### src/rtl/flac_pkg.sv
// shared types and constants of the fuel level adc conditioner
package flac_pkg;

	localparam int ADC_BITS = 12;
	localparam int HEIGHT_W = 16;
	localparam int CFG_IDX_W = 3;
	localparam int CFG_DATA_W = 16;
	localparam int FRAC_BITS = 8;
	localparam int SMOOTH_W = ADC_BITS + FRAC_BITS;
	localparam int HISTORY_DEPTH_DEF = 5;
	localparam int QUEUE_DEPTH = 2;
	localparam int NUM_ANCHORS = 5;
	localparam int SPAN_W = ADC_BITS + 2;
	localparam int NUM_W = HEIGHT_W + SPAN_W;
	localparam int DIV_STEPS = HEIGHT_W;

	localparam logic [ADC_BITS-1:0] RAIL_HIGH = ADC_BITS'(4090);
	localparam logic [ADC_BITS-1:0] RAIL_LOW = ADC_BITS'(5);
	localparam logic [ADC_BITS:0] FAR_MARGIN = (ADC_BITS+1)'(300);
	localparam int SLEW_LIMIT = 80 * (1 << FRAC_BITS);

	typedef enum logic [CFG_IDX_W-1:0] {
		CFG_CAL_EMPTY = 3'd0,
		CFG_CAL_QUARTER = 3'd1,
		CFG_CAL_HALF = 3'd2,
		CFG_CAL_THREE_QUARTER = 3'd3,
		CFG_CAL_FULL = 3'd4,
		CFG_TANK_DIAMETER = 3'd5,
		CFG_UNREACHED_HEIGHT = 3'd6,
		CFG_REACH_HEIGHT = 3'd7
	} cfg_idx_t;

	typedef enum logic [1:0] {
		ST_ONLINE = 2'd0,
		ST_SENSOR_FAULT = 2'd1,
		ST_NOT_MONOTONIC = 2'd2,
		ST_GEOMETRY_INVALID = 2'd3
	} status_t;

	typedef struct packed {
		logic [ADC_BITS-1:0] cal_empty;
		logic [ADC_BITS-1:0] cal_quarter;
		logic [ADC_BITS-1:0] cal_half;
		logic [ADC_BITS-1:0] cal_three_quarter;
		logic [ADC_BITS-1:0] cal_full;
		logic [HEIGHT_W-1:0] tank_diameter;
		logic [HEIGHT_W-1:0] unreached_height;
		logic [HEIGHT_W-1:0] reach_height;
	} cfg_t;

	// one queue entry: filtered reading, or raw reading when fault is set
	typedef struct packed {
		logic fault;
		logic [ADC_BITS-1:0] value;
	} work_t;

endpackage

### src/rtl/flac_ifs.sv
// stream and configuration channel interfaces
interface flac_sample_if;
	import flac_pkg::*;
	logic valid;
	logic ready;
	logic [ADC_BITS-1:0] adc_sample;
	modport source (output valid, output adc_sample, input ready);
	modport sink (input valid, input adc_sample, output ready);
endinterface

interface flac_result_if;
	import flac_pkg::*;
	logic valid;
	logic ready;
	logic [ADC_BITS-1:0] filtered_raw;
	logic [HEIGHT_W-1:0] liquid_height;
	status_t status;
	modport source (output valid, output filtered_raw, output liquid_height, output status,
		input ready);
	modport sink (input valid, input filtered_raw, input liquid_height, input status,
		output ready);
endinterface

interface flac_cfg_if;
	import flac_pkg::*;
	logic valid;
	logic ready;
	logic [CFG_IDX_W-1:0] index;
	logic [CFG_DATA_W-1:0] data;
	modport source (output valid, output index, output data, input ready);
	modport sink (input valid, input index, input data, output ready);
endinterface

### src/rtl/fuel_level_adc_conditioner_top.sv
// top level: configuration registers, front end, queue and back end
// Each accepted sample gives exactly one result beat. The front end takes a
// sample, ranks the history one entry per cycle for the median and runs the ema
// update; a fault sample skips the ranking and the ema and is passed on raw.
// The back end turns a filtered reading into a height with a segment search, a
// multiply and a bit-serial restoring divider, one reading at a time; results
// with a fault or error status, and readings outside the calibrated range,
// skip the multiply and divide. A two-beat queue between the halves lets the
// front end take new samples while the back end divides or its result waits.
// Configuration writes are taken every cycle and must only come while idle.
module fuel_level_adc_conditioner_top #(
	parameter int HISTORY_DEPTH = flac_pkg::HISTORY_DEPTH_DEF
) (
	input logic clk,
	input logic arst_n,
	flac_sample_if.sink sample,
	flac_result_if.source result,
	flac_cfg_if.sink cfg
);
	import flac_pkg::*;

	cfg_t regs_q;
	logic push_valid, push_ready, pop_valid, pop_ready;
	work_t push_data, pop_data;

	assign cfg.ready = 1'b1;

	always_ff @(posedge clk or negedge arst_n) begin
		if (!arst_n) begin
			regs_q.cal_empty <= ADC_BITS'(0);
			regs_q.cal_quarter <= ADC_BITS'(1024);
			regs_q.cal_half <= ADC_BITS'(2048);
			regs_q.cal_three_quarter <= ADC_BITS'(3072);
			regs_q.cal_full <= ADC_BITS'(4095);
			regs_q.tank_diameter <= '0;
			regs_q.unreached_height <= '0;
			regs_q.reach_height <= '0;
		end else if (cfg.valid && cfg.ready) begin
			unique case (cfg_idx_t'(cfg.index))
				CFG_CAL_EMPTY: regs_q.cal_empty <= cfg.data[ADC_BITS-1:0];
				CFG_CAL_QUARTER: regs_q.cal_quarter <= cfg.data[ADC_BITS-1:0];
				CFG_CAL_HALF: regs_q.cal_half <= cfg.data[ADC_BITS-1:0];
				CFG_CAL_THREE_QUARTER: regs_q.cal_three_quarter <= cfg.data[ADC_BITS-1:0];
				CFG_CAL_FULL: regs_q.cal_full <= cfg.data[ADC_BITS-1:0];
				CFG_TANK_DIAMETER: regs_q.tank_diameter <= cfg.data[HEIGHT_W-1:0];
				CFG_UNREACHED_HEIGHT: regs_q.unreached_height <= cfg.data[HEIGHT_W-1:0];
				CFG_REACH_HEIGHT: regs_q.reach_height <= cfg.data[HEIGHT_W-1:0];
				default: ;
			endcase
		end
	end

	flac_front #(
		.HISTORY_DEPTH(HISTORY_DEPTH)
	) u_front (
		.clk(clk),
		.arst_n(arst_n),
		.sample(sample),
		.regs(regs_q),
		.push_valid(push_valid),
		.push_ready(push_ready),
		.push_data(push_data)
	);

	flac_queue u_queue (
		.clk(clk),
		.arst_n(arst_n),
		.push_valid(push_valid),
		.push_ready(push_ready),
		.push_data(push_data),
		.pop_valid(pop_valid),
		.pop_ready(pop_ready),
		.pop_data(pop_data)
	);

	flac_back u_back (
		.clk(clk),
		.arst_n(arst_n),
		.regs(regs_q),
		.pop_valid(pop_valid),
		.pop_ready(pop_ready),
		.pop_data(pop_data),
		.result(result)
	);

endmodule

### src/rtl/flac_front.sv
// front end: fault check, clamp, running median and slew limited ema
module flac_front #(
	parameter int HISTORY_DEPTH = flac_pkg::HISTORY_DEPTH_DEF
) (
	input logic clk,
	input logic arst_n,
	flac_sample_if.sink sample,
	input flac_pkg::cfg_t regs,
	output logic push_valid,
	input logic push_ready,
	output flac_pkg::work_t push_data
);
	import flac_pkg::*;

	localparam int PTR_W = $clog2(HISTORY_DEPTH);
	localparam int CNT_W = $clog2(HISTORY_DEPTH + 1);
	localparam logic signed [SMOOTH_W:0] SLEW_POS = (SMOOTH_W+1)'(SLEW_LIMIT);
	localparam logic signed [SMOOTH_W:0] SLEW_NEG = -SLEW_POS;

	typedef enum logic [3:0] {
		F_IDLE = 4'b0001,
		F_RANK = 4'b0010,
		F_EMA = 4'b0100,
		F_PUSH = 4'b1000
	} fstate_t;

	fstate_t state_q;
	logic [ADC_BITS-1:0] hist_q [HISTORY_DEPTH];
	logic [PTR_W-1:0] pos_q;
	logic [CNT_W-1:0] fill_q;
	logic [PTR_W-1:0] cand_q;
	logic [ADC_BITS-1:0] med_q;
	logic [ADC_BITS-1:0] raw_q;
	logic fault_q;
	logic [SMOOTH_W-1:0] smooth_q;
	logic primed_q;

	logic accept;
	logic [ADC_BITS-1:0] s, lo, hi, clamped;
	logic fault;
	logic [ADC_BITS-1:0] cand;
	logic [HISTORY_DEPTH-1:0] below;
	logic [CNT_W-1:0] rank;
	logic rank_last;
	logic signed [SMOOTH_W:0] diff, step, step_lim, smooth_nxt;
	logic [SMOOTH_W:0] rnd_sum;
	logic [ADC_BITS:0] rnd;
	logic [ADC_BITS-1:0] filt;

	assign sample.ready = (state_q == F_IDLE);
	assign accept = sample.valid && sample.ready;
	assign s = sample.adc_sample;

	always_comb begin
		lo = (regs.cal_empty < regs.cal_full) ? regs.cal_empty : regs.cal_full;
		hi = (regs.cal_empty < regs.cal_full) ? regs.cal_full : regs.cal_empty;
		fault = (s >= RAIL_HIGH) || (s <= RAIL_LOW) ||
			({1'b0, s} > ({1'b0, hi} + FAR_MARGIN)) ||
			(({1'b0, s} + FAR_MARGIN) < {1'b0, lo});
		if (s < lo) begin
			clamped = lo;
		end else if (s > hi) begin
			clamped = hi;
		end else begin
			clamped = s;
		end
	end

	// stable rank of the candidate among the filled entries
	always_comb begin
		cand = hist_q[cand_q];
		for (int k = 0; k < HISTORY_DEPTH; k++) begin
			below[k] = (CNT_W'(k) < fill_q) &&
				((hist_q[k] < cand) || ((hist_q[k] == cand) && (PTR_W'(k) < cand_q)));
		end
		rank = CNT_W'($countones(below));
		rank_last = (CNT_W'(cand_q) == (fill_q - CNT_W'(1)));
	end

	always_comb begin
		diff = $signed({1'b0, med_q, {FRAC_BITS{1'b0}}}) - $signed({1'b0, smooth_q});
		step = diff >>> 2;
		if (step > SLEW_POS) begin
			step_lim = SLEW_POS;
		end else if (step < SLEW_NEG) begin
			step_lim = SLEW_NEG;
		end else begin
			step_lim = step;
		end
		smooth_nxt = $signed({1'b0, smooth_q}) + step_lim;
		rnd_sum = {1'b0, smooth_q} + (SMOOTH_W+1)'(1 << (FRAC_BITS - 1));
		rnd = rnd_sum[SMOOTH_W:FRAC_BITS];
		filt = rnd[ADC_BITS] ? {ADC_BITS{1'b1}} : rnd[ADC_BITS-1:0];
	end

	assign push_valid = (state_q == F_PUSH);
	assign push_data.fault = fault_q;
	assign push_data.value = fault_q ? raw_q : filt;

	always_ff @(posedge clk) begin
		if (accept && !fault) begin
			hist_q[pos_q] <= clamped;
		end
	end

	always_ff @(posedge clk or negedge arst_n) begin
		if (!arst_n) begin
			state_q <= F_IDLE;
			pos_q <= '0;
			fill_q <= '0;
			cand_q <= '0;
			smooth_q <= '0;
			primed_q <= 1'b0;
			fault_q <= 1'b0;
			raw_q <= '0;
			med_q <= '0;
		end else begin
			unique case (state_q)
				F_IDLE: begin
					if (accept) begin
						raw_q <= s;
						fault_q <= fault;
						cand_q <= '0;
						if (fault) begin
							pos_q <= '0;
							fill_q <= '0;
							smooth_q <= '0;
							primed_q <= 1'b0;
							state_q <= F_PUSH;
						end else begin
							pos_q <= (pos_q == PTR_W'(HISTORY_DEPTH - 1)) ? '0 : pos_q + PTR_W'(1);
							if (fill_q != CNT_W'(HISTORY_DEPTH)) begin
								fill_q <= fill_q + CNT_W'(1);
							end
							state_q <= F_RANK;
						end
					end
				end
				F_RANK: begin
					if (rank == (fill_q >> 1)) begin
						med_q <= cand;
					end
					if (rank_last) begin
						state_q <= F_EMA;
					end else begin
						cand_q <= cand_q + PTR_W'(1);
					end
				end
				F_EMA: begin
					if (!primed_q) begin
						smooth_q <= {med_q, {FRAC_BITS{1'b0}}};
						primed_q <= 1'b1;
					end else begin
						smooth_q <= smooth_nxt[SMOOTH_W-1:0];
					end
					state_q <= F_PUSH;
				end
				F_PUSH: begin
					if (push_ready) begin
						state_q <= F_IDLE;
					end
				end
				default: state_q <= F_IDLE;
			endcase
		end
	end

endmodule

### src/rtl/flac_queue.sv
// two entry queue between front and back end
module flac_queue (
	input logic clk,
	input logic arst_n,
	input logic push_valid,
	output logic push_ready,
	input flac_pkg::work_t push_data,
	output logic pop_valid,
	input logic pop_ready,
	output flac_pkg::work_t pop_data
);
	import flac_pkg::*;

	localparam int PTR_W = $clog2(QUEUE_DEPTH);
	localparam int CNT_W = $clog2(QUEUE_DEPTH + 1);

	work_t mem_q [QUEUE_DEPTH];
	logic [PTR_W-1:0] wr_q, rd_q;
	logic [CNT_W-1:0] count_q;
	logic do_push, do_pop;

	assign push_ready = (count_q != CNT_W'(QUEUE_DEPTH));
	assign pop_valid = (count_q != '0);
	assign pop_data = mem_q[rd_q];
	assign do_push = push_valid && push_ready;
	assign do_pop = pop_valid && pop_ready;

	always_ff @(posedge clk) begin
		if (do_push) begin
			mem_q[wr_q] <= push_data;
		end
	end

	always_ff @(posedge clk or negedge arst_n) begin
		if (!arst_n) begin
			wr_q <= '0;
			rd_q <= '0;
			count_q <= '0;
		end else begin
			if (do_push) begin
				wr_q <= (wr_q == PTR_W'(QUEUE_DEPTH - 1)) ? '0 : wr_q + PTR_W'(1);
			end
			if (do_pop) begin
				rd_q <= (rd_q == PTR_W'(QUEUE_DEPTH - 1)) ? '0 : rd_q + PTR_W'(1);
			end
			if (do_push && !do_pop) begin
				count_q <= count_q + CNT_W'(1);
			end else if (do_pop && !do_push) begin
				count_q <= count_q - CNT_W'(1);
			end
		end
	end

endmodule

### src/rtl/flac_back.sv
// back end: status checks, segment search, serial divide for the height
module flac_back (
	input logic clk,
	input logic arst_n,
	input flac_pkg::cfg_t regs,
	input logic pop_valid,
	output logic pop_ready,
	input flac_pkg::work_t pop_data,
	flac_result_if.source result
);
	import flac_pkg::*;

	localparam int STEP_W = $clog2(DIV_STEPS);

	typedef enum logic [5:0] {
		B_IDLE = 6'b000001,
		B_SEG = 6'b000010,
		B_MUL = 6'b000100,
		B_DIV = 6'b001000,
		B_FIN = 6'b010000,
		B_OUT = 6'b100000
	} bstate_t;

	bstate_t state_q;
	work_t item_q;
	status_t status_q;
	logic [1:0] seg_q;
	logic [ADC_BITS-1:0] span_q, off_q;
	logic [HEIGHT_W-1:0] u_q, stroke_q, height_q;
	logic [SPAN_W-1:0] rem_q, den_q;
	logic [HEIGHT_W-1:0] quo_q;
	logic [STEP_W-1:0] step_q;
	logic res_valid_q;
	logic [ADC_BITS-1:0] res_raw_q;
	logic [HEIGHT_W-1:0] res_height_q;
	status_t res_status_q;

	logic [ADC_BITS-1:0] x [NUM_ANCHORS];
	logic up, down, asc, found, at_empty;
	logic [3:0] hit;
	logic [ADC_BITS-1:0] seg_span [4];
	logic [ADC_BITS-1:0] seg_off [4];
	logic [1:0] seg_sel;
	logic [HEIGHT_W-1:0] d, u, stroke;
	logic [ADC_BITS-1:0] v;
	logic [SPAN_W-1:0] lin;
	logic [NUM_W-1:0] num;
	logic [SPAN_W:0] trial;
	logic ge;
	logic [HEIGHT_W:0] sum;
	logic out_free;

	assign pop_ready = (state_q == B_IDLE);
	assign v = item_q.value;
	assign d = regs.tank_diameter;

	always_comb begin
		x[0] = regs.cal_empty;
		x[1] = regs.cal_quarter;
		x[2] = regs.cal_half;
		x[3] = regs.cal_three_quarter;
		x[4] = regs.cal_full;
		up = 1'b1;
		down = 1'b1;
		for (int i = 1; i < NUM_ANCHORS; i++) begin
			if (x[i] < x[i-1]) up = 1'b0;
			if (x[i] > x[i-1]) down = 1'b0;
		end
		asc = (x[4] >= x[0]);
		for (int i = 0; i < 4; i++) begin
			hit[i] = (x[i] != x[i+1]) && (asc ? (v >= x[i] && v <= x[i+1])
				: (v <= x[i] && v >= x[i+1]));
			seg_span[i] = asc ? x[i+1] - x[i] : x[i] - x[i+1];
			seg_off[i] = asc ? v - x[i] : x[i] - v;
		end
		found = |hit;
		seg_sel = 2'd0;
		for (int i = 3; i >= 0; i--) begin
			if (hit[i]) seg_sel = 2'(i);
		end
		at_empty = asc ? (v <= x[0]) : (v >= x[0]);
		if (regs.reach_height != '0 && regs.reach_height <= d) begin
			u = d - regs.reach_height;
		end else if (regs.unreached_height > d) begin
			u = d;
		end else begin
			u = regs.unreached_height;
		end
		stroke = d - u;
	end

	always_comb begin
		case (seg_q)
			2'd0: lin = SPAN_W'(off_q);
			2'd1: lin = SPAN_W'(span_q) + SPAN_W'(off_q);
			2'd2: lin = {1'b0, span_q, 1'b0} + SPAN_W'(off_q);
			default: lin = {1'b0, span_q, 1'b0} + SPAN_W'(span_q) + SPAN_W'(off_q);
		endcase
		num = NUM_W'(stroke_q) * NUM_W'(lin) + NUM_W'({span_q, 1'b0});
		trial = {rem_q, quo_q[HEIGHT_W-1]};
		ge = (trial >= {1'b0, den_q});
		sum = {1'b0, u_q} + {1'b0, quo_q};
	end

	assign out_free = !res_valid_q || result.ready;
	assign result.valid = res_valid_q;
	assign result.filtered_raw = res_raw_q;
	assign result.liquid_height = res_height_q;
	assign result.status = res_status_q;

	always_ff @(posedge clk) begin
		if (state_q == B_OUT && out_free) begin
			res_raw_q <= item_q.value;
			res_height_q <= height_q;
			res_status_q <= status_q;
		end
	end

	always_ff @(posedge clk or negedge arst_n) begin
		if (!arst_n) begin
			state_q <= B_IDLE;
			res_valid_q <= 1'b0;
			item_q <= '0;
			status_q <= ST_ONLINE;
			seg_q <= '0;
			span_q <= '0;
			off_q <= '0;
			u_q <= '0;
			stroke_q <= '0;
			height_q <= '0;
			rem_q <= '0;
			den_q <= '0;
			quo_q <= '0;
			step_q <= '0;
		end else begin
			if (res_valid_q && result.ready) begin
				res_valid_q <= 1'b0;
			end
			unique case (state_q)
				B_IDLE: begin
					if (pop_valid) begin
						item_q <= pop_data;
						state_q <= B_SEG;
					end
				end
				B_SEG: begin
					height_q <= '0;
					seg_q <= seg_sel;
					span_q <= seg_span[seg_sel];
					off_q <= seg_off[seg_sel];
					u_q <= u;
					stroke_q <= stroke;
					state_q <= B_OUT;
					if (item_q.fault) begin
						status_q <= ST_SENSOR_FAULT;
					end else if (!up && !down) begin
						status_q <= ST_NOT_MONOTONIC;
					end else if (d == '0 || stroke == '0) begin
						status_q <= ST_GEOMETRY_INVALID;
					end else begin
						status_q <= ST_ONLINE;
						if (found) begin
							state_q <= B_MUL;
						end else begin
							height_q <= at_empty ? u : d;
						end
					end
				end
				B_MUL: begin
					rem_q <= num[NUM_W-1:HEIGHT_W];
					quo_q <= num[HEIGHT_W-1:0];
					den_q <= {span_q, 2'b00};
					step_q <= '0;
					state_q <= B_DIV;
				end
				B_DIV: begin
					rem_q <= ge ? SPAN_W'(trial - {1'b0, den_q}) : trial[SPAN_W-1:0];
					quo_q <= {quo_q[HEIGHT_W-2:0], ge};
					step_q <= step_q + STEP_W'(1);
					if (step_q == STEP_W'(DIV_STEPS - 1)) begin
						state_q <= B_FIN;
					end
				end
				B_FIN: begin
					height_q <= (sum > {1'b0, d}) ? d : sum[HEIGHT_W-1:0];
					state_q <= B_OUT;
				end
				B_OUT: begin
					if (out_free) begin
						res_valid_q <= 1'b1;
						state_q <= B_IDLE;
					end
				end
				default: state_q <= B_IDLE;
			endcase
		end
	end

endmodule
### src/flat_wrapper.sv
// flat-port wrapper written by rule: the top's interface ports become plain ports
module fuel_level_adc_conditioner_top_flat import flac_pkg::*;
#(
	parameter int HISTORY_DEPTH = flac_pkg::HISTORY_DEPTH_DEF
)
  (clk, arst_n, sample_valid, sample_adc_sample, sample_ready, result_valid, result_filtered_raw, result_liquid_height, result_status, result_ready, cfg_valid, cfg_index, cfg_data, cfg_ready);
  flac_sample_if sample_i ();
  flac_result_if result_i ();
  flac_cfg_if cfg_i ();
  input logic clk;
  input logic arst_n;
  input wire logic [$bits(sample_i.valid)-1:0] sample_valid;
  input wire logic [$bits(sample_i.adc_sample)-1:0] sample_adc_sample;
  output wire logic [$bits(sample_i.ready)-1:0] sample_ready;
  output wire logic [$bits(result_i.valid)-1:0] result_valid;
  output wire logic [$bits(result_i.filtered_raw)-1:0] result_filtered_raw;
  output wire logic [$bits(result_i.liquid_height)-1:0] result_liquid_height;
  output wire logic [$bits(result_i.status)-1:0] result_status;
  input wire logic [$bits(result_i.ready)-1:0] result_ready;
  input wire logic [$bits(cfg_i.valid)-1:0] cfg_valid;
  input wire logic [$bits(cfg_i.index)-1:0] cfg_index;
  input wire logic [$bits(cfg_i.data)-1:0] cfg_data;
  output wire logic [$bits(cfg_i.ready)-1:0] cfg_ready;
  assign sample_i.valid = sample_valid;
  assign sample_i.adc_sample = sample_adc_sample;
  assign sample_ready = sample_i.ready;
  assign result_valid = result_i.valid;
  assign result_filtered_raw = result_i.filtered_raw;
  assign result_liquid_height = result_i.liquid_height;
  assign result_status = result_i.status;
  assign result_i.ready = result_ready;
  assign cfg_i.valid = cfg_valid;
  assign cfg_i.index = cfg_index;
  assign cfg_i.data = cfg_data;
  assign cfg_ready = cfg_i.ready;
  fuel_level_adc_conditioner_top #(.HISTORY_DEPTH(HISTORY_DEPTH)) u_core (.clk(clk), .arst_n(arst_n), .sample(sample_i), .result(result_i), .cfg(cfg_i));
endmodule
### config.mk
export PLATFORM = sky130hd
export DESIGN_NAME = fuel_level_adc_conditioner_top_flat
export DESIGN_NICKNAME = d
export VERILOG_FILES = /design/src/rtl/flac_pkg.sv /design/src/rtl/flac_ifs.sv /design/src/rtl/fuel_level_adc_conditioner_top.sv /design/src/rtl/flac_front.sv /design/src/rtl/flac_queue.sv /design/src/rtl/flac_back.sv /design/src/flat_wrapper.sv
export SDC_FILE = /design/constraint.sdc
export NUM_CORES = 2
export LEC_CHECK = 0
export ABC_AREA = 1
export ABC_CLOCK_PERIOD_IN_PS = 21000
export BUFFER_PORTS_ARGS = -buffer_cell sky130_fd_sc_hd__buf_2
export CAP_MARGIN = 20
export CELL_PAD_IN_SITES_DETAIL_PLACEMENT = 2
export CELL_PAD_IN_SITES_GLOBAL_PLACEMENT = 2
export CORE_UTILIZATION = 42
export DETAILED_ROUTE_END_ITERATION = 7
export GPL_ROUTABILITY_DRIVEN = 0
export HOLD_SLACK_MARGIN = 0.15
export PLACE_DENSITY = 0.84
export SLEW_MARGIN = 20
export SYNTH_ARGS = -nofsm -noshare
export SYNTH_HDL_FRONTEND = slang
export SYNTH_HIERARCHICAL = 1
export SYNTH_SLANG_ARGS = --single-unit
### constraint.sdc
create_clock -name clk -period 21 [get_ports clk]
set_input_delay 3.15 -clock clk [delete_from_list [all_inputs] [get_ports clk]]
set_output_delay 3.15 -clock clk [all_outputs]
set_load 0.05 [all_outputs]
### Word level (Yosys, flattened, before mapping)

Memories as Yosys holds them, arrays and structs flattened. A register that Yosys moved wholly into a read port is not among the register bits.
Index checks and enable logic that the tools add are counted.

| word-level totals | value |
|---|---|
| output and inout port bits | 33 |
| memory bits (writable) | 86 |
| input port bits | 36 |
| logic and storage cells | 345 |
| register bits after elaboration | 330 |
| memories | 2 |

Memory list:

| memory | words | width | rd ports | clocked after Yosys merged registers in | wr ports | RTL line | RTL |
|---|---|---|---|---|---|---|---|
| u_core.u_front.hist_q | 5 | 12 | 6 | 0 | 1 | flac_front.sv:28 | `logic [ADC_BITS-1:0] hist_q [HISTORY_DEPTH];` |
| u_core.u_queue.mem_q | 2 | 13 | 1 | 1 | 1 | flac_queue.sv:17 | `work_t mem_q [QUEUE_DEPTH];` |

| operators by class | value |
|---|---|
| bitwise logic cells | 1 |
| equal/unequal tests | 42 |
| reductions and logical operators | 78 |
| magnitude comparators | 48 |
| multiply operators | 1 |
| multiplexer cells | 94 |
| add/subtract/negate cells | 43 |

Operators with widths:

| operator | count |
|---|---|
| 12-bit two-way mux | 18 |
| 12-bit subtractor | 16 |
| 12-bit less-than comparator | 11 |
| 16-bit two-way mux | 8 |
| 20-bit two-way mux | 5 |
| 12-bit greater-or-equal comparator | 6 |
| 16-bit one-hot mux with 2 select lines | 2 |
| 12-bit equality test | 5 |
| 12-bit greater-than comparator | 5 |
| 12-bit less-or-equal comparator | 5 |
| 12-bit binary-select mux with 2-bit select | 2 |
| 12-bit inequality test | 4 |
| 6-bit two-way mux | 7 |
| 14-bit one-hot mux with 3 select lines | 1 |
| 20-bit one-hot mux with 2 select lines | 1 |
| 6-bit one-hot mux with 6 select lines | 1 |
| 1-bit logical AND | 32 |
| 16-bit zero test | 2 |
| 16-bit subtractor | 2 |
| 30-bit by 13-bit adder with 30-bit output | 1 |
| 16-bit by 14-bit multiplier with 30-bit output | 1 |
| 13-bit by 12-bit adder with 14-bit output | 2 |
| 14-bit one-hot mux with 2 select lines | 1 |
| 12-bit by 9-bit adder with 13-bit output, second input constant | 2 |
| 69 further kinds | 167 |

### Depth between registers and ports, before layout

| logic depth | value |
|---|---|
| depth after elaboration | 12 |
| mapped depth | 43 |
| gate-level depth less buffers | 42 |

### Modules after synthesis

The synthesis kept the hierarchy.

Modules (own cells, without submodules):

| module | instances | area each (sq um) | seq. area each (sq um) | cells each |
|---|---|---|---|---|
| flac_back | 1 | 31011.0 | 4455.5 | 4431 |
| flac_front | 1 | 12635.9 | 4360.4 | 1620 |
| fuel_level_adc_conditioner_top | 1 | 4294.1 | 2722.6 | 494 |
| flac_queue | 1 | 1166.1 | 880.8 | 96 |

### Least setup slack after synthesis

Ideal clock, no wire load.

| path | value |
|---|---|
| path kind | flip-flop to flip-flop |
| from | register u_core.u_back.span_q[1] |
| to | register u_core.u_back.rem_q[10] |
| slack | 13.266 ns |
| path buffers | 0 |
| arrival | 7.606 ns |
| library setup time | 0.129 ns |
| cell stages (with the launch flop) | 38 |
| required time | 20.871 ns |
| period minus slack after synthesis | 7.734 ns |
| path through | dfrtp_1 > fa_1 > ha_1 > inv_1 > fa_1 > inv_1 > a31oi_1 > o221ai_1 > nand2_1 > nand2_1 > nand2_1 > nand2_1 > nand2_1 > inv_1 > o21ai_0 > nand2_1 > nand2_1 > nand2_1 > [2 not listed] > fa_1 > fa_1 > fa_1 > fa_1 > fa_1 > inv_1 > fa_1 > inv_1 > ha_1 > nand2_1 > o21ai_0 > a21oi_1 > o21ai_0 > nand4_1 > o21ai_0 > nand2_1 > nand3_1 > nand3_1 |

| between the ends | value |
|---|---|
| word-level cells in the longest chain between the ends | 6 |
| elaborated cells on any way between the ends | 8 |
| those cells by class | add/sub (5); mul (1); mux (2) |

RTL lines:

| what | RTL line | RTL |
|---|---|---|
| start, declared | flac_back.sv:28 | `logic [ADC_BITS-1:0] span_q, off_q;` |
| start signal, assigned | flac_back.sv:149 | `span_q <= seg_span[seg_sel];` |
| 13-bit by 12-bit adder with 14-bit output | flac_back.sv:97 | `default: lin = {1'b0, span_q, 1'b0} + SPAN_W'(span_q) + SPAN_W'(off_q);` |
| 14-bit by 12-bit adder with 14-bit output | flac_back.sv:97 |  |
| 14-bit one-hot mux with 3 select lines | flac_back.sv:93 | `case (seg_q)` |
| 16-bit by 14-bit multiplier with 30-bit output | flac_back.sv:99 | `num = NUM_W'(stroke_q) * NUM_W'(lin) + NUM_W'({span_q, 1'b0});` |
| 30-bit by 13-bit adder with 30-bit output (*) | flac_back.sv:99 |  |
| 14-bit one-hot mux with 2 select lines (*) | flac_back.sv:139 | `unique case (state_q)` |
| end signal, assigned | flac_back.sv:170 | `rem_q <= num[NUM_W-1:HEIGHT_W];` |
| end signal, assigned | flac_back.sv:177 | `rem_q <= ge ? SPAN_W'(trial - {1'b0, den_q}) : trial[SPAN_W-1:0];` |
| end, declared | flac_back.sv:30 | `logic [SPAN_W-1:0] rem_q, den_q;` |

Mark *: on every way between the ends. The rest lies on a longest branch, timed or not.
A chain may end at the register's enable or synchronous reset.

### Worst setup path after layout

Ends and elaborated chain as after synthesis.

==> impl_metrics.yaml <==
detailed_routing:
  dr.pass1.iters: 5
  routed-via-count: 50400
  wl_per_cell_um: 28.9
  drtIter0Drc: 3954
  ant_nets: 0
  drc: 0
  routed_wirelength_mm: 237
  vias_per_cell: 6.15
global_routing:
  grt_overflow: 0
  busiest_layer: "met2"
  antenna_found_initial: 8
  grtUsageMet2_pct: 66.7
  grt_usage_pct: 39.6
  grt_pass1_wl_mm: 355
  globalRouteMet1Util_pct: 49.3
  grt_util_met3_pct: 5.31
  grt_max_degree: 74
  grt_pass1_vias: 55300
synthesis:
  yosys-top-cells-count: "nand2_1, inv_1, ha_1, a21oi_1, nor2_1"
  yosysMostFrequentCell: "nand2_1"
  ys_ff_latch: 465
  ys_seq_area_share_pct: 25.3
  yosys.area.top_type: "dfrtp_1"
  ys.warnings.count: 6
  synthCells: 6641
  ys_types: 71
  synthFlopType: "dfrtp_1"
  synth_nets: 7481
  synth_area_leaders: "dfrtp_1, ha_1, nand2_1"
  synth-async-reset-ratio_pct: 67.3
  yosysTopAreaCellShare_pct: 15.0
  synth_edf_count: 152
  avgSynthCellArea_um2: 7.39
  synth_area_um2: 49100
floorplanning:
  die_x_um: 344
  start_util_pct: 42.3
  pin_count: 69
  die_h_um: 344
  dieArea_um2: 118000
  fp-row-count: 125
  core_um2: 116000
sta:
  rsz0062_at_grt: "false"
  fin_crit_ns: 9.59
  final.setup.tns_ns: 0
  setup_viol: 0
  hold_viol: 0
  fin_crit_sh_pct: 45.7
  worst_slew_pin_slew_ns: 1.19
  setup_ws_ns: 11.41
  slew_headroom_pct: 20.8
  maxSlewViolCount: 0
  worst_clock_skew_ns: 0.0802
  max_freq_ghz: 0.104
placed_design:
  port_buffers: 67
  place_ws_ns: 11.73
  placedInstanceArea_um2: 50800
  dp_hpwl_mm: 175
layout:
  utilization_pct: 45.7
  num_antenna_cells: 0
  drive_gt1_share_pct: 5.44
  stdcell_area_um2: 53000
  finalNetCount: 7466
  fillCellCount: 13600
  area.growth.synth_to_final_pct: 7.95
worst_setup_path:
  cp.arrival_ns: 10.16
  required_ns: 21.56
  slowest_delay_ns: 0.57
  crit_fanout: 10
  critPathMostFrequentCell: "nand2_1"
  r2r_slack_ns: 11.41
  cp-start-kind: "flip-flop"
  cp_slowest_cell: "fa_1"
  end_kind: "flip-flop"
  worstSetupPathType: "reg -> reg"
clocking:
  h-tree-depth: 2
  hold_buffers: 0
  postCtsSetupBuffers: 0
  post_cts_resize_count: 0
  cts-root-buf: "clkbuf_16"
  cts_tree: "built"
  clk_pin_slew_worst_paths_ns: 0.06
  cts_num_sinks: 465
  cts_made_buffers: 58
  clk_latency_ns: 0.73
  clock_path_buffers: 3
run:
  drv_cap: 0
run_status:
  status: "complete, no violations"
hold_path:
  hold_path.class: "reg -> reg"
## routing by layer
metal	routed length (um)	part of all wire, %	vias up
met5	80	0.034	-
met4	14100	6.0	12
met3	14800	6.3	685
met2	112000	47	1984
met1	95400	40	25900
li1	-	-	21800
## kinds of logic (layout without fill, tap and decap cells)
logic type / after synthesis / after routing / share of synthesized area (%)
other cells: 1 / 1 / 0.00764
compound gates: 1225 / 1225 / 14.3
fa+ha+maj: 804 / 804 / 23.8
simple gates: 2870 / 2870 / 24.3
flops: 465 / 465 / 25.3
mux: 14 / 14 / 0.290
xor+xnor: 174 / 174 / 3.10
buf+inv: 1088 / 1123 / 8.90
## flip-flops by register name, indices dropped and copies added (netlist names), 6 cells and up
register,flops
u_core/u_back/v,12
u_core/u_front/raw_q,12
u_core/regs_q,108
u_core/u_back/u_q,16
u_core/u_back/span_q,12
u_core/u_back/result.filtered_raw,12
u_core/u_back/state_q,6
u_core/u_back/rem_q,14
u_core/u_front/smooth_q,20
u_core/u_queue/mem_q,26
u_core/u_back/den_q,12
u_core/u_back/off_q,12
u_core/u_front/hist_q,96
u_core/u_back/quo_q,16
u_core/u_front/med_q,12
u_core/u_back/height_q,16
u_core/u_back/result.liquid_height,16
u_core/u_back/stroke_q,16
## worst paths after layout
| kind | start | end | cells after the start |
|---|---|---|---|
| min in group asynchronous | arst_n | u_core/u_back/off_q[10]$_DFFE_PN0P_ | 1 |
| min | u_core/u_back/height_q[7]$_DFFE_PN0P_ | u_core/u_back/result.liquid_height[7]$_DFFE_PP_ | 0 |
| max | u_core/u_back/span_q[1]$_DFFE_PN0P_ | u_core/u_back/rem_q[10]$_DFFE_PN0P_ | 37 |
| min reg2reg | u_core/u_back/height_q[7]$_DFFE_PN0P_ | u_core/u_back/result.liquid_height[7]$_DFFE_PP_ | 0 |
| max in group asynchronous | arst_n | u_core/u_front/smooth_q[6]$_DFFE_PN0P_ | 3 |
| max reg2reg | u_core/u_back/span_q[1]$_DFFE_PN0P_ | u_core/u_back/rem_q[10]$_DFFE_PN0P_ | 37 |
## cells in the final DEF (no fill, tap or decap), drive strengths merged, types with 18 or more instances in the layout
master and instances:
xor2 125, a21boi 18, dfstp 18, fa 215, nand4 88, nand2 1845
o21ai 473, nor3 51, nor4 19, edfxtp 152, o211ai 64, a31oi 24
clkinv 28, inv 886, buf 118, xnor2 49, a221oi 22, a21oi 458
o21a 29, dfrtp 295, or2 23, nand3 349, o21bai 29, ha 589
clkbuf 74, nor2 464, o221ai 18, a21o 31
## cell type report
class	count	area, um2	area share (%)
flip-flops and latches	465	12400	23.4
repair buffers	118	728	1.37
clock buffers	74	1570	2.96
inverters	895	3360	6.34
clock inverters	36	643	1.21
multi-input cells	5088	32400	61.1
well taps	1524	1910	3.60
## per-stage QoR
stage | instances | hold WS (ns)
2_1_floorplan | 6641 | 0.417
3_3_place_gp | 8090 | 0.438
3_5_place_dp | 8090 | 0.450
4_1_cts | 8200 | 0.440
5_1_grt | 8200 | 0.458
6_report | 8200 | 0.440
## worst max-delay path: cells and delay by family (launching register included)
kind            cells  cell delay [ns]
compound gates      7             1.78
fa+ha+maj          10             4.75
buf+inv             6             0.67
flops               1             0.50
simple gates       14             1.75
Power is left out: the tool's default activity adds up to more than one toggle a clock period on the data nets, which glitch-free logic cannot reach.
